**src/hw/rtl/pidw_pkg.sv**
```systemverilog
// shared types, widths, constants and the control program of the pid block
package pidw_pkg;

  // loop rate in hertz, fixed at build time (range 1 to 100000)
  localparam int unsigned LOOP_RATE_HZ = 60;

  // data widths
  localparam int unsigned DATA_W    = 32;
  localparam int unsigned FRAC_W    = 16;
  localparam int unsigned RAW_W     = DATA_W + 2;
  localparam int unsigned RANGE_W   = DATA_W + 1;
  localparam int unsigned ERR_W     = DATA_W + 3;
  localparam int unsigned MUL_OP_W  = DATA_W + 1;
  localparam int unsigned MUL_W     = 2 * DATA_W;
  localparam int unsigned TERM_W    = MUL_W - FRAC_W;
  localparam int unsigned INTEG_W   = TERM_W + 1;
  localparam int unsigned DACC_W    = 50;
  localparam int unsigned DSUM_W    = DACC_W + FRAC_W + 1;
  localparam int unsigned D_LIM_LOG2 = 50;
  localparam int unsigned DTERM_W   = D_LIM_LOG2 + 2;
  localparam int unsigned TOT_W     = DTERM_W + 2;

  // constant divider: restoring, DIV_BITS quotient bits per cycle
  localparam int unsigned DIV_BITS  = 4;
  localparam int unsigned DIV_ITERS = TERM_W / DIV_BITS;
  localparam int unsigned DIV_CNT_W = $clog2(DIV_ITERS + 1);
  localparam int unsigned REM_W     = $clog2(LOOP_RATE_HZ + 1);
  localparam logic [REM_W:0] DIV_CONST = (REM_W + 1)'(LOOP_RATE_HZ);

  // configuration port
  localparam int unsigned CFG_IDX_W = 3;

  typedef enum logic [CFG_IDX_W-1:0] {
    REG_PROP_GAIN  = 3'd0,
    REG_INTEG_GAIN = 3'd1,
    REG_DERIV_GAIN = 3'd2,
    REG_OUT_UPPER  = 3'd3,
    REG_OUT_LOWER  = 3'd4,
    REG_WRAP_UPPER = 3'd5,
    REG_WRAP_LOWER = 3'd6,
    REG_WRAP_ON    = 3'd7
  } cfg_reg_e;

  typedef struct packed {
    logic signed [DATA_W-1:0] prop_gain;
    logic signed [DATA_W-1:0] integ_gain;
    logic signed [DATA_W-1:0] deriv_gain;
    logic signed [DATA_W-1:0] out_upper;
    logic signed [DATA_W-1:0] out_lower;
    logic signed [DATA_W-1:0] wrap_upper;
    logic signed [DATA_W-1:0] wrap_lower;
    logic                     wrap_on;
  } cfg_t;

  // channel payloads
  typedef struct packed {
    logic signed [DATA_W-1:0] target;
    logic signed [DATA_W-1:0] measured;
  } in_t;

  typedef struct packed {
    logic signed [DATA_W-1:0] drive;
  } out_t;

  // datapath operations
  typedef enum logic [3:0] {
    OP_NOP,
    OP_ACCEPT,
    OP_DIFF,
    OP_WRAP,
    OP_DIV_LOAD,
    OP_PTERM,
    OP_SAVE_LO,
    OP_DHI,
    OP_DSUM,
    OP_DIV,
    OP_INTEG,
    OP_SUM,
    OP_EMIT
  } op_e;

  // multiplier operand selection
  typedef enum logic [2:0] {
    MUL_NONE,
    MUL_I,
    MUL_P,
    MUL_D,
    MUL_DH,
    MUL_DL
  } mul_e;

  // hold conditions: the step repeats while the condition is true
  typedef enum logic [1:0] {
    HOLD_NONE,
    HOLD_NO_IN,
    HOLD_DIV,
    HOLD_OUT_BUSY
  } hold_e;

  localparam int unsigned PC_W = 4;
  typedef logic [PC_W-1:0] pc_t;
  localparam pc_t PC_START = '0;

  typedef struct packed {
    op_e   op;
    mul_e  mul;
    hold_e hold;
    logic  jump;
    pc_t   target;
  } ctrl_t;

  typedef struct packed {
    logic in_valid;
    logic div_last;
    logic out_busy;
  } stat_t;

  function automatic ctrl_t uword(op_e op, mul_e mul, hold_e hold, logic jump);
    ctrl_t w;
    w.op     = op;
    w.mul    = mul;
    w.hold   = hold;
    w.jump   = jump;
    w.target = PC_START;
    return w;
  endfunction

  // control program, one word per step
  function automatic ctrl_t ucode_word(pc_t pc);
    ctrl_t w;
    case (pc)
      4'd0:    w = uword(OP_ACCEPT,   MUL_NONE, HOLD_NO_IN,    1'b0);
      4'd1:    w = uword(OP_DIFF,     MUL_NONE, HOLD_NONE,     1'b0);
      4'd2:    w = uword(OP_WRAP,     MUL_NONE, HOLD_NONE,     1'b0);
      4'd3:    w = uword(OP_NOP,      MUL_I,    HOLD_NONE,     1'b0);
      4'd4:    w = uword(OP_DIV_LOAD, MUL_P,    HOLD_NONE,     1'b0);
      4'd5:    w = uword(OP_PTERM,    MUL_D,    HOLD_NONE,     1'b0);
      4'd6:    w = uword(OP_SAVE_LO,  MUL_DH,   HOLD_NONE,     1'b0);
      4'd7:    w = uword(OP_DHI,      MUL_DL,   HOLD_NONE,     1'b0);
      4'd8:    w = uword(OP_DSUM,     MUL_NONE, HOLD_NONE,     1'b0);
      4'd9:    w = uword(OP_DIV,      MUL_NONE, HOLD_DIV,      1'b0);
      4'd10:   w = uword(OP_INTEG,    MUL_NONE, HOLD_NONE,     1'b0);
      4'd11:   w = uword(OP_SUM,      MUL_NONE, HOLD_NONE,     1'b0);
      4'd12:   w = uword(OP_EMIT,     MUL_NONE, HOLD_OUT_BUSY, 1'b1);
      default: w = uword(OP_NOP,      MUL_NONE, HOLD_NONE,     1'b1);
    endcase
    return w;
  endfunction

endpackage

```
**src/hw/rtl/pidw_sequencer.sv**
```systemverilog
// step counter and control store with hold and jump handling
module pidw_sequencer (
  input  logic            clk_i,
  input  logic            rst_ni,
  input  pidw_pkg::stat_t stat_i,
  output pidw_pkg::ctrl_t ctrl_o,
  output logic            adv_o
);
  import pidw_pkg::*;

  pc_t   pc_q, pc_d;
  ctrl_t ctrl;
  logic  held;

  // fetch the control word
  assign ctrl = ucode_word(pc_q);

  // hold condition and next step
  always_comb begin
    case (ctrl.hold)
      HOLD_NO_IN:    held = !stat_i.in_valid;
      HOLD_DIV:      held = !stat_i.div_last;
      HOLD_OUT_BUSY: held = stat_i.out_busy;
      default:       held = 1'b0;
    endcase
    if (held) begin
      pc_d = pc_q;
    end else if (ctrl.jump) begin
      pc_d = ctrl.target;
    end else begin
      pc_d = pc_q + pc_t'(1);
    end
  end

  always_ff @(posedge clk_i or negedge rst_ni) begin
    if (!rst_ni) begin
      pc_q <= PC_START;
    end else begin
      pc_q <= pc_d;
    end
  end

  assign ctrl_o = ctrl;
  assign adv_o  = !held;

endmodule

```
**config.mk**
```make
export PLATFORM = sky130hd
export DESIGN_NAME = pidw_sequencer
export DESIGN_NICKNAME = d
export VERILOG_FILES = /design/src/hw/rtl/pidw_pkg.sv /design/src/hw/rtl/pidw_sequencer.sv
export SDC_FILE = /design/constraint.sdc
export NUM_CORES = 1
export LEC_CHECK = 0
export BUFFER_PORTS_ARGS = -buffer_cell sky130_fd_sc_hd__buf_4
export CORE_AREA = 4 4 41 43
export CTS_BUF_LIST = sky130_fd_sc_hd__clkbuf_4
export DETAILED_ROUTE_END_ITERATION = 8
export DIE_AREA = 0 0 45 47
export PLACE_DENSITY_LB_ADDON = 0.12
export REMOVE_ABC_BUFFERS = 1
export SETUP_SLACK_MARGIN = 0.15
export SYNTH_ARGS = -nofsm -noshare
export SYNTH_HDL_FRONTEND = slang
export SYNTH_SLANG_ARGS = --single-unit
```
**constraint.sdc**
```tcl
create_clock -name clk_i -period 2.3 [get_ports clk_i]
set_input_delay 0.23 -clock clk_i [delete_from_list [all_inputs] [get_ports clk_i]]
set_output_delay 0.23 -clock clk_i [all_outputs]
set_load 0.005 [all_outputs]
```
# --- Word-level counts from Yosys, hierarchy flattened ---
# Memories as Yosys holds them, arrays and structs flattened.
# Index checks and enable logic that the tools add are counted.
# Widths: inputs -> output; s select.
word_totals:
  regBits: 4
  latch_bits: 0
  ram_bits: 0
  romBits: 160
  inputBits: 5
  word_cells: 11
  mem_count: 1
mem_list:
  columns: ["memory", "depth", "word_bits", "read_ports", "rd_clocked_by_memory_dff", "wr", "line_no", "source"]
  rows:
  - ["(no name shown)", 16, 10, 1, 0, 0, "pidw_pkg.sv:131", "case (pc)"]
op_classes:
  n_addsub: 1
  multipliers: 0
  div: 0
  magnitude_cmp: 0
  eq_ne: 3
  n_shift: 0
  mux: 2
  n_bitwise: 0
  reduce_logical: 3
ops:
  columns: ["op", "n"]
  rows:
  - ["$add 4x1->4 const B", 1]
  - ["$eq 2x2->1 const B", 2]
  - ["$mux 4", 1]
  - ["$logic_not 1->1", 3]
  - ["$pmux 1 s3", 1]
  - ["$eq 2x1->1 const B", 1]

# --- Depth between registers and ports, before layout ---
# Gate-level depths: netlist of the first run.
# An unclocked memory read counts as a cell.
depth:
  word_depth: 4
  mapped_depth: 5
  mapped_depth_nobuf: 5

# --- Least setup slack after synthesis of the first run ---
# OpenSTA, ideal clock, no wires.
synth_path:
  path_kind: "register to register"
  from: "register pc_q[1]"
  to: "register pc_q[0]"
  arrival_time_ps: 1506
  required_time_ps: 2175
  slack_ps: 670
  stages_incl_launch_ff: 6
  path_buffers: 0
  synth_period_minus_slack_ps: 1630
  path_cell_list: "dfrtp_1 > inv_1 > ha_1 > and3_4 > a221o_1 > mux2_2"
synth_between:
  elab_chain_cells: 3
synth_rtl:
  columns: ["item", "line_no", "source"]
  rows:
  - ["from (decl)", "pidw_sequencer.sv:11", "pc_t pc_q, pc_d;"]
  - ["from (signal assigned)", "pidw_sequencer.sv:39", "pc_q <= pc_d;"]
  - ["$mem_v2 16x10 (*)", null, null]
  - ["$eq 2x2->1 or $eq 2x1->1 (tied branches)", "pidw_sequencer.sv:20", "case (ctrl.hold)"]
  - ["$pmux 1 s3", "pidw_sequencer.sv:20", null]
# Mark *: on every way between the ends. The rest lies on a longest branch, timed or not.
# A chain may end at the register's enable or synchronous reset.

# --- Worst setup path in the final report of the first run ---
layout_path:
  from: "register pc_q[1]"
  to: "output port adv_o"
layout_between:
  elab_chain_cells: 4
layout_rtl:
  columns: ["item", "line_no", "source"]
  rows:
  - ["$mem_v2 16x10 (*)", null, null]
  - ["$eq 2x2->1 or $eq 2x1->1 (tied branches)", "pidw_sequencer.sv:20", null]
  - ["$pmux 1 s3 (*)", "pidw_sequencer.sv:20", null]
  - ["$logic_not 1->1 (*)", "pidw_sequencer.sv:44", "assign adv_o = !held;"]
  - ["to (decl)", "pidw_sequencer.sv:7", "output logic adv_o"]
# Marks and branches as above.

==> flow_summary_export.csv, run 1 <==
group,metric,value,unit
global_route,grt_pass1_wl,1750,um
drt,via_count,444,
place,hpwl,798,um
clock_network,clk_latency,0.24,ns
global_route,track_usage,11.6,%
timing,min_period,1.96,ns
synthesis,yosysTopAreaCell,"dfrtp_1",
clock_network,clk_pin_slew,0.04,ns
synthesis,synth_cell_type_count,28,
run_status,outcome,"completed",
global_route,globalRouteOverflowTotal,0,
drt,drtIter0Drc,4,
setup_path,r2r-start,"pc_q[1]",
setup_path,crit_path_start_kind,"register",
timing,worst_clock_skew,0.00447,ns
finish,top_regs,"pc_q (4)",
floorplan,die_x,45,um
synthesis,synth-seq-cells,4,
finish,top_register,"pc_q",
setup_path,cp.arrival,1.73,ns
setup_path,r2r-end,"pc_q[0]",
timing,max_freq,511,MHz
timing,slew_headroom,62.2,%
power,p_seq_share,24.6,%
drt,routedWlPerCell,11.9,um
timing,tns,0,ns
power,netSwitchingFraction,42.7,%
setup_path,worst-setup-path-type,"register to output port",
timing,finalHoldViolations,0,
global_route,antenna_found_initial,0,
drt,ant_nets,0,
place,place_congestion,0.771,
floorplan,die_y,47,um
floorplan,io_pins,20,
finish,largest_register_ff_count,4,
drt,vias_per_cell,5.05,
setup_path,endpoint_kind,"output port",
power,power_frac_clock,10.2,%
setup_path,cp_slowest_cell,"dfrtp_2",
setup_path,worstSetupEndpoint,"adv_o",
clock_network,cts_tree,"built",
setup_path,path_cells,"inv_1, ha_2, nor4b_1, a221o_1, inv_1, buf_4",
timing,rsz0062_at_grt,"no",
clock_network,cts-root-buf,"clkbuf_4",
finish,diodes,0,
power,p_int,0.486,mW
floorplan,row_count,13,
synthesis,postSynthAreaPerCell,8.27,sq um
synthesis,yosys_warnings,0,
finish,drive_above_1_share,30.1,%
timing,worstMarginPinSlew,0.567,ns
clock_network,clk_path_buf_depth,2,
clock_network,cts.sinks,4,
global_route,grt_max_degree,20,
clock_network,numCtsBuffers,3,
timing,finalSetupViolCount,0,
finish,final_nets,84,
synthesis,synth.area.top_cells,"dfrtp_1, ha_1, mux2i_1",
synthesis,seq_area_frac_synth,20.5,%
setup_path,path_max_fanout,9,
power,p_sw,0.361,mW
power,p_per_area,1400,nW/um^2
timing,slew_violations,0,
drt,dr.pass1.iters,3,
floorplan,start_util,37.5,%
clock_network,post_cts_buffers,0,
setup_path,worst-r2r-cell-count,5,
setup_path,critPathMaxStageDelay,0.45,ns
setup_path,cp.required,2.07,ns
timing,fin_crit_sh,85.1,%
synthesis,synth.cell_area,488,sq um
drt,wirelength,1050,um
finish,fillers,148,
finish,areaGrowthSynthToFinish,24.1,%
power,ir_drop,0.498,mV
floorplan,die-area,2120,sq um
worst_hold_path,hold_path_class,"input port to register",
power,cellLeakagePower,0.288,nW
synthesis,synthCells,59,
finish,stdcell_area,606,sq um
place,dpl-instance-area,569,sq um
place,io_buffers,15,
global_route,grt_pass1_vias,401,
setup_path,path_common_cell,"inv_1",
floorplan,core_area,1300,sq um
setup_path,r2r_slack,0.60,ns
job,drv_cap,0,
power,combPwrFrac,65.2,%
drt,drc,0,
clock_network,htree_levels,1,
synthesis,yosysTopAreaCellShare,20.5,%
setup_path,startpoint,"pc_q[1]",
-- cells in the final DEF, fill, tap and decap left out, types with 4 or more instances in the layout --
master    instances
conb_1            4
nand2b_1          4
buf_4            15
inv_1             4
-- synthesized netlist by cell type --
master	instances
a21boi_0	2
a21oi_1	1
a221o_1	1
a22o_1	1
a31oi_1	2
and2_1	1
and3_1	1
and3_4	1
buf_2	1
buf_4	4
buf_6	2
clkbuf_1	1
conb_1	1
dfrtp_1	4
ha_1	4
inv_1	4
mux2_2	1
mux2i_1	3
nand2_1	3
nand2b_1	4
nor2_1	3
nor2b_1	3
nor3b_1	2
nor4b_1	1
o21a_1	2
o21ai_0	3
o221ai_1	1
o22ai_1	2
-- metal layers --
metal | track usage, % | up-vias | part of all wire, %
met2 | 17.5 | 18 | 46
met4 | 2.34 | 0 | 0
met5 | 0 | - | 0
li1 | - | 226 | -
met1 | 14.2 | 200 | 45
met3 | 7.28 | 0 | 8.1
-- cells by family (layout without fill, tap and decap cells) --
group | count (synthesis) | in the layout | synth area share [%]
AND/OR/NAND/NOR | 19 | 19 | 23.3
AO/OA/AOI/OAI | 15 | 15 | 21.0
buffers and inverters | 12 | 23 | 15.6
adder cells (fa/ha/maj) | 4 | 4 | 10.3
multiplexers | 4 | 4 | 8.46
flip-flops | 4 | 4 | 20.5
other | 1 | 4 | 0.768
-- worst max-delay path: cells and delay by family (launching register included) --
| kind | cells | cell delay (ns) |
|---|---|---|
| compound gates | 1 | 0.19 |
| flops | 1 | 0.45 |
| fa+ha+maj | 1 | 0.28 |
| simple gates | 1 | 0.25 |
| buf+inv | 3 | 0.33 |
-- final cells by class --
type	instances	area (sq um)	share of cell area (%)
tap	15	18.8	3.10
sequential	4	101	16.7
multi-input combinational	46	325	53.7
inverter	4	15.0	2.48
timing repair buffer	16	123	20.2
clock buffer	3	22.5	3.72
-- metrics by stage --
step	power (mW)	worst slack [ns]	utilization [%]	hold slack, ns	cells
2_1_floorplan	0.519	0.670	-	-0.0656	54
3_3_place_gp	0.764	0.468	43.8	0.0289	84
3_5_place_dp	0.757	0.476	43.8	0.0290	84
4_1_cts	0.849	0.218	46.3	0.277	88
5_1_grt	0.936	0.203	46.5	0.291	88
6_report	0.847	0.342	46.5	0.284	88
-- how the worst min path moves through the flow --
stage	from	cells after the start	to
finish	stat_i[0]	3	pc_q[3]
global route	stat_i[0]	3	pc_q[3]
CTS	stat_i[0]	3	pc_q[3]
detailed placement	rst_ni	1	pc_q[3]
global placement	rst_ni	1	pc_q[3]
floorplan	rst_ni	0	pc_q[0]
-- power by group through the flow --
stage / logic [mW] / registers, mW / clock network (mW)
after CTS: 0.552 / 0.206 / 0.0911
after detailed placement: 0.549 / 0.208 / 0
final: 0.552 / 0.209 / 0.0861
after global placement: 0.557 / 0.207 / 0
after floorplan: 0.341 / 0.178 / 0
after global routing: 0.618 / 0.223 / 0.0951
-- timing repair --
action	CTS	global route
resized for setup	0	2
endpoints found under the hold margin	4	0
hold buffers	1	0
setup endpoints to repair	0	1
No activity file was read; power rests on OpenSTA's default activity.
==> inputs of run 2 (changes only) <==
--- a/config.mk
+++ b/config.mk
@@ -10,6 +10,7 @@
 export CTS_BUF_LIST = sky130_fd_sc_hd__clkbuf_4
 export DETAILED_ROUTE_END_ITERATION = 8
 export DIE_AREA = 0 0 45 47
+export GPL_TIMING_DRIVEN = 0
 export PLACE_DENSITY_LB_ADDON = 0.12
 export REMOVE_ABC_BUFFERS = 1
 export SETUP_SLACK_MARGIN = 0.15
==> run 2 against run 1 <==
Die area unchanged. Largest power group unchanged. Critical endpoint unchanged. Worst hold slack improved by 0.00095 ns. Largest cell class unchanged. Global-route usage fell by 0.56 points.
==> flow_summary_export.csv, run 2 (synthesized netlist as in run 1, its figures left out) <==
group,metric,value,unit
run_status,outcome,"completed",
timing,tns,0,ns
timing,slew_violations,0,
clock_network,cts_tree,"built",
drt,drt-met1-wl,487,um
setup_path,critPathTopFamily,"flip-flops",
clock_network,clk_latency,0.23,ns
setup_path,path_cells,"inv_1, ha_1, nor2b_1, a221o_1, inv_1, buf_4",
job,drv_cap,0,
finish,top_regs,"pc_q (4)",
finish,areaGrowthSynthToFinish,23.8,%
setup_path,path_max_fanout,7,
drt,wl_met2,462,um
power,ir_drop,0.537,mV
drt,wl_met3,93,um
timing,finalHoldViolations,0,
power,cellLeakagePower,0.289,nW
setup_path,worst-setup-path-type,"register to output port",
finish,diodes,0,
setup_path,path_buf_inv,3,
setup_path,endpoint_kind,"output port",
setup_path,critPathMaxStageDelay,0.45,ns
global_route,grt_max_degree,20,
drt,drtIter0Drc,6,
clock_network,cts.sinks,4,
timing,max_freq,504,MHz
drt,via_count,437,
place,io_buffers,15,
drt,drc,0,
global_route,track_usage,11.1,%
drt,ant_nets,0,
floorplan,die_x,45,um
setup_path,r2r_slack,0.54,ns
drt,wirelength,1040,um
clock_network,cts-root-buf,"clkbuf_4",
place,place_congestion,0.754,
timing,fin_crit_sh,86.3,%
finish,fin_util,46.4,%
setup_path,crit_path_start_kind,"register",
drt,dr.pass1.iters,2,
drt,vias_per_cell,4.97,
worst_hold_path,hold_path_class,"input port to register",
floorplan,core_area,1300,sq um
timing,finalSetupViolCount,0,
floorplan,die-area,2120,sq um
global_route,globalRouteOverflowTotal,0,
setup_path,cp_slowest_cell,"dfrtp_1",
clock_network,numCtsBuffers,3,
timing,worstMarginPinSlew,0.563,ns
finish,final_common_cell,"buf_4",
floorplan,row_count,13,
timing,min_period,1.98,ns
global_route,grt_pass1_vias,384,
setup_path,cp.arrival,1.75,ns
timing,slew_headroom,62.4,%
finish,largest_register_ff_count,4,
timing,worst_clock_skew,0.00546,ns
finish,final_cell_mix,"buf_4, nand2b_1, inv_1, conb_1, dfrtp_1",
place,hpwl,772,um
timing,rsz0062_at_grt,"no",
floorplan,start_util,37.5,%
power,p_per_area,1390,nW/um^2
global_route,grt_pass1_wl,1720,um
clock_network,clk_pin_slew,0.04,ns
finish,final_nets,84,
global_route,antenna_found_initial,0,
finish,drive_above_1_share,28.8,%
finish,top_register,"pc_q",
drt,routed.top_layer,"met3",
floorplan,io_pins,20,
setup_path,cp.required,2.07,ns
setup_path,path_common_cell,"inv_1",
floorplan,die_y,47,um
drt,routedWlPerCell,11.9,um
clock_network,htree_levels,1,
clock_network,clk_path_buf_depth,2,
run 2: cell counts in the layout (fill, tap and decap cells not counted):
No cell type changed its count.
run 2: final timing paths:
| path | start | cells after the start | endpoint |
|---|---|---|---|
| min reg2reg | pc_q[1] | 1 | pc_q[1] |
| max | pc_q[1] | 6 | adv_o |
| min | stat_i[0] | 3 | pc_q[3] |
| max in group asynchronous | rst_ni | 2 | pc_q[0] |
| max reg2reg | pc_q[1] | 5 | pc_q[0] |
| min in group asynchronous | rst_ni | 2 | pc_q[2] |
run 2: final cells by class:
| type | count | area (sq um) |
|---|---|---|
| flip-flops and latches | 4 | 100 |
| fillers | 142 | 697 |
| clock buffers | 3 | 22.5 |
| well taps | 15 | 18.8 |
| multi-input cells | 46 | 325 |
| repair buffers | 16 | 123 |
| inverters | 4 | 15.0 |
run 2: per-stage QoR:
| stage | instance area, sq um | hold WS, ns | std cells | setup slack [ns] | total power, mW |
|---|---|---|---|---|---|
| 2_1_floorplan | 438 | -0.0656 | 54 | 0.670 | 0.519 |
| 3_3_place_gp | 569 | 0.0273 | 84 | 0.458 | 0.751 |
| 3_5_place_dp | 569 | 0.0284 | 84 | 0.454 | 0.756 |
| 4_1_cts | 602 | 0.282 | 88 | 0.210 | 0.850 |
| 5_1_grt | 604 | 0.288 | 88 | 0.156 | 0.934 |
| 6_report | 604 | 0.285 | 88 | 0.315 | 0.838 |
run 2: power breakdown:
| group | switching (mW) | internal (mW) | leakage (nW) |
|---|---|---|---|
| Sequential | 0.102 | 0.105 | 0.0497 |
| Combinational | 0.226 | 0.320 | 0.226 |
| Clock | 0.0275 | 0.0583 | 0.0138 |
| Total | 0.355 | 0.483 | 0.289 |
run 2: routing by layer:
| metal | up-vias | global-route usage, % |
|---|---|---|
| met2 | 18 | 16.4 |
| met4 | 0 | 0 |
| li1 | 227 | - |
| met1 | 192 | 15.1 |
| met3 | 0 | 6.13 |
| met5 | - | 0 |
run 2: worst min-delay path, delay by kind of cell:
kind	cells	cell delay (ns)
buffers and inverters	1	0.11
AO/OA/AOI/OAI	1	0.08
AND/OR/NAND/NOR	1	0.05
run 2: timing repair:
item,4_1_cts,5_1_grt
endpoints found under the hold margin,4,0
endpoints found under the setup margin,0,1
hold buffers,1,0
resized for setup,0,1
setup buffers,0,0
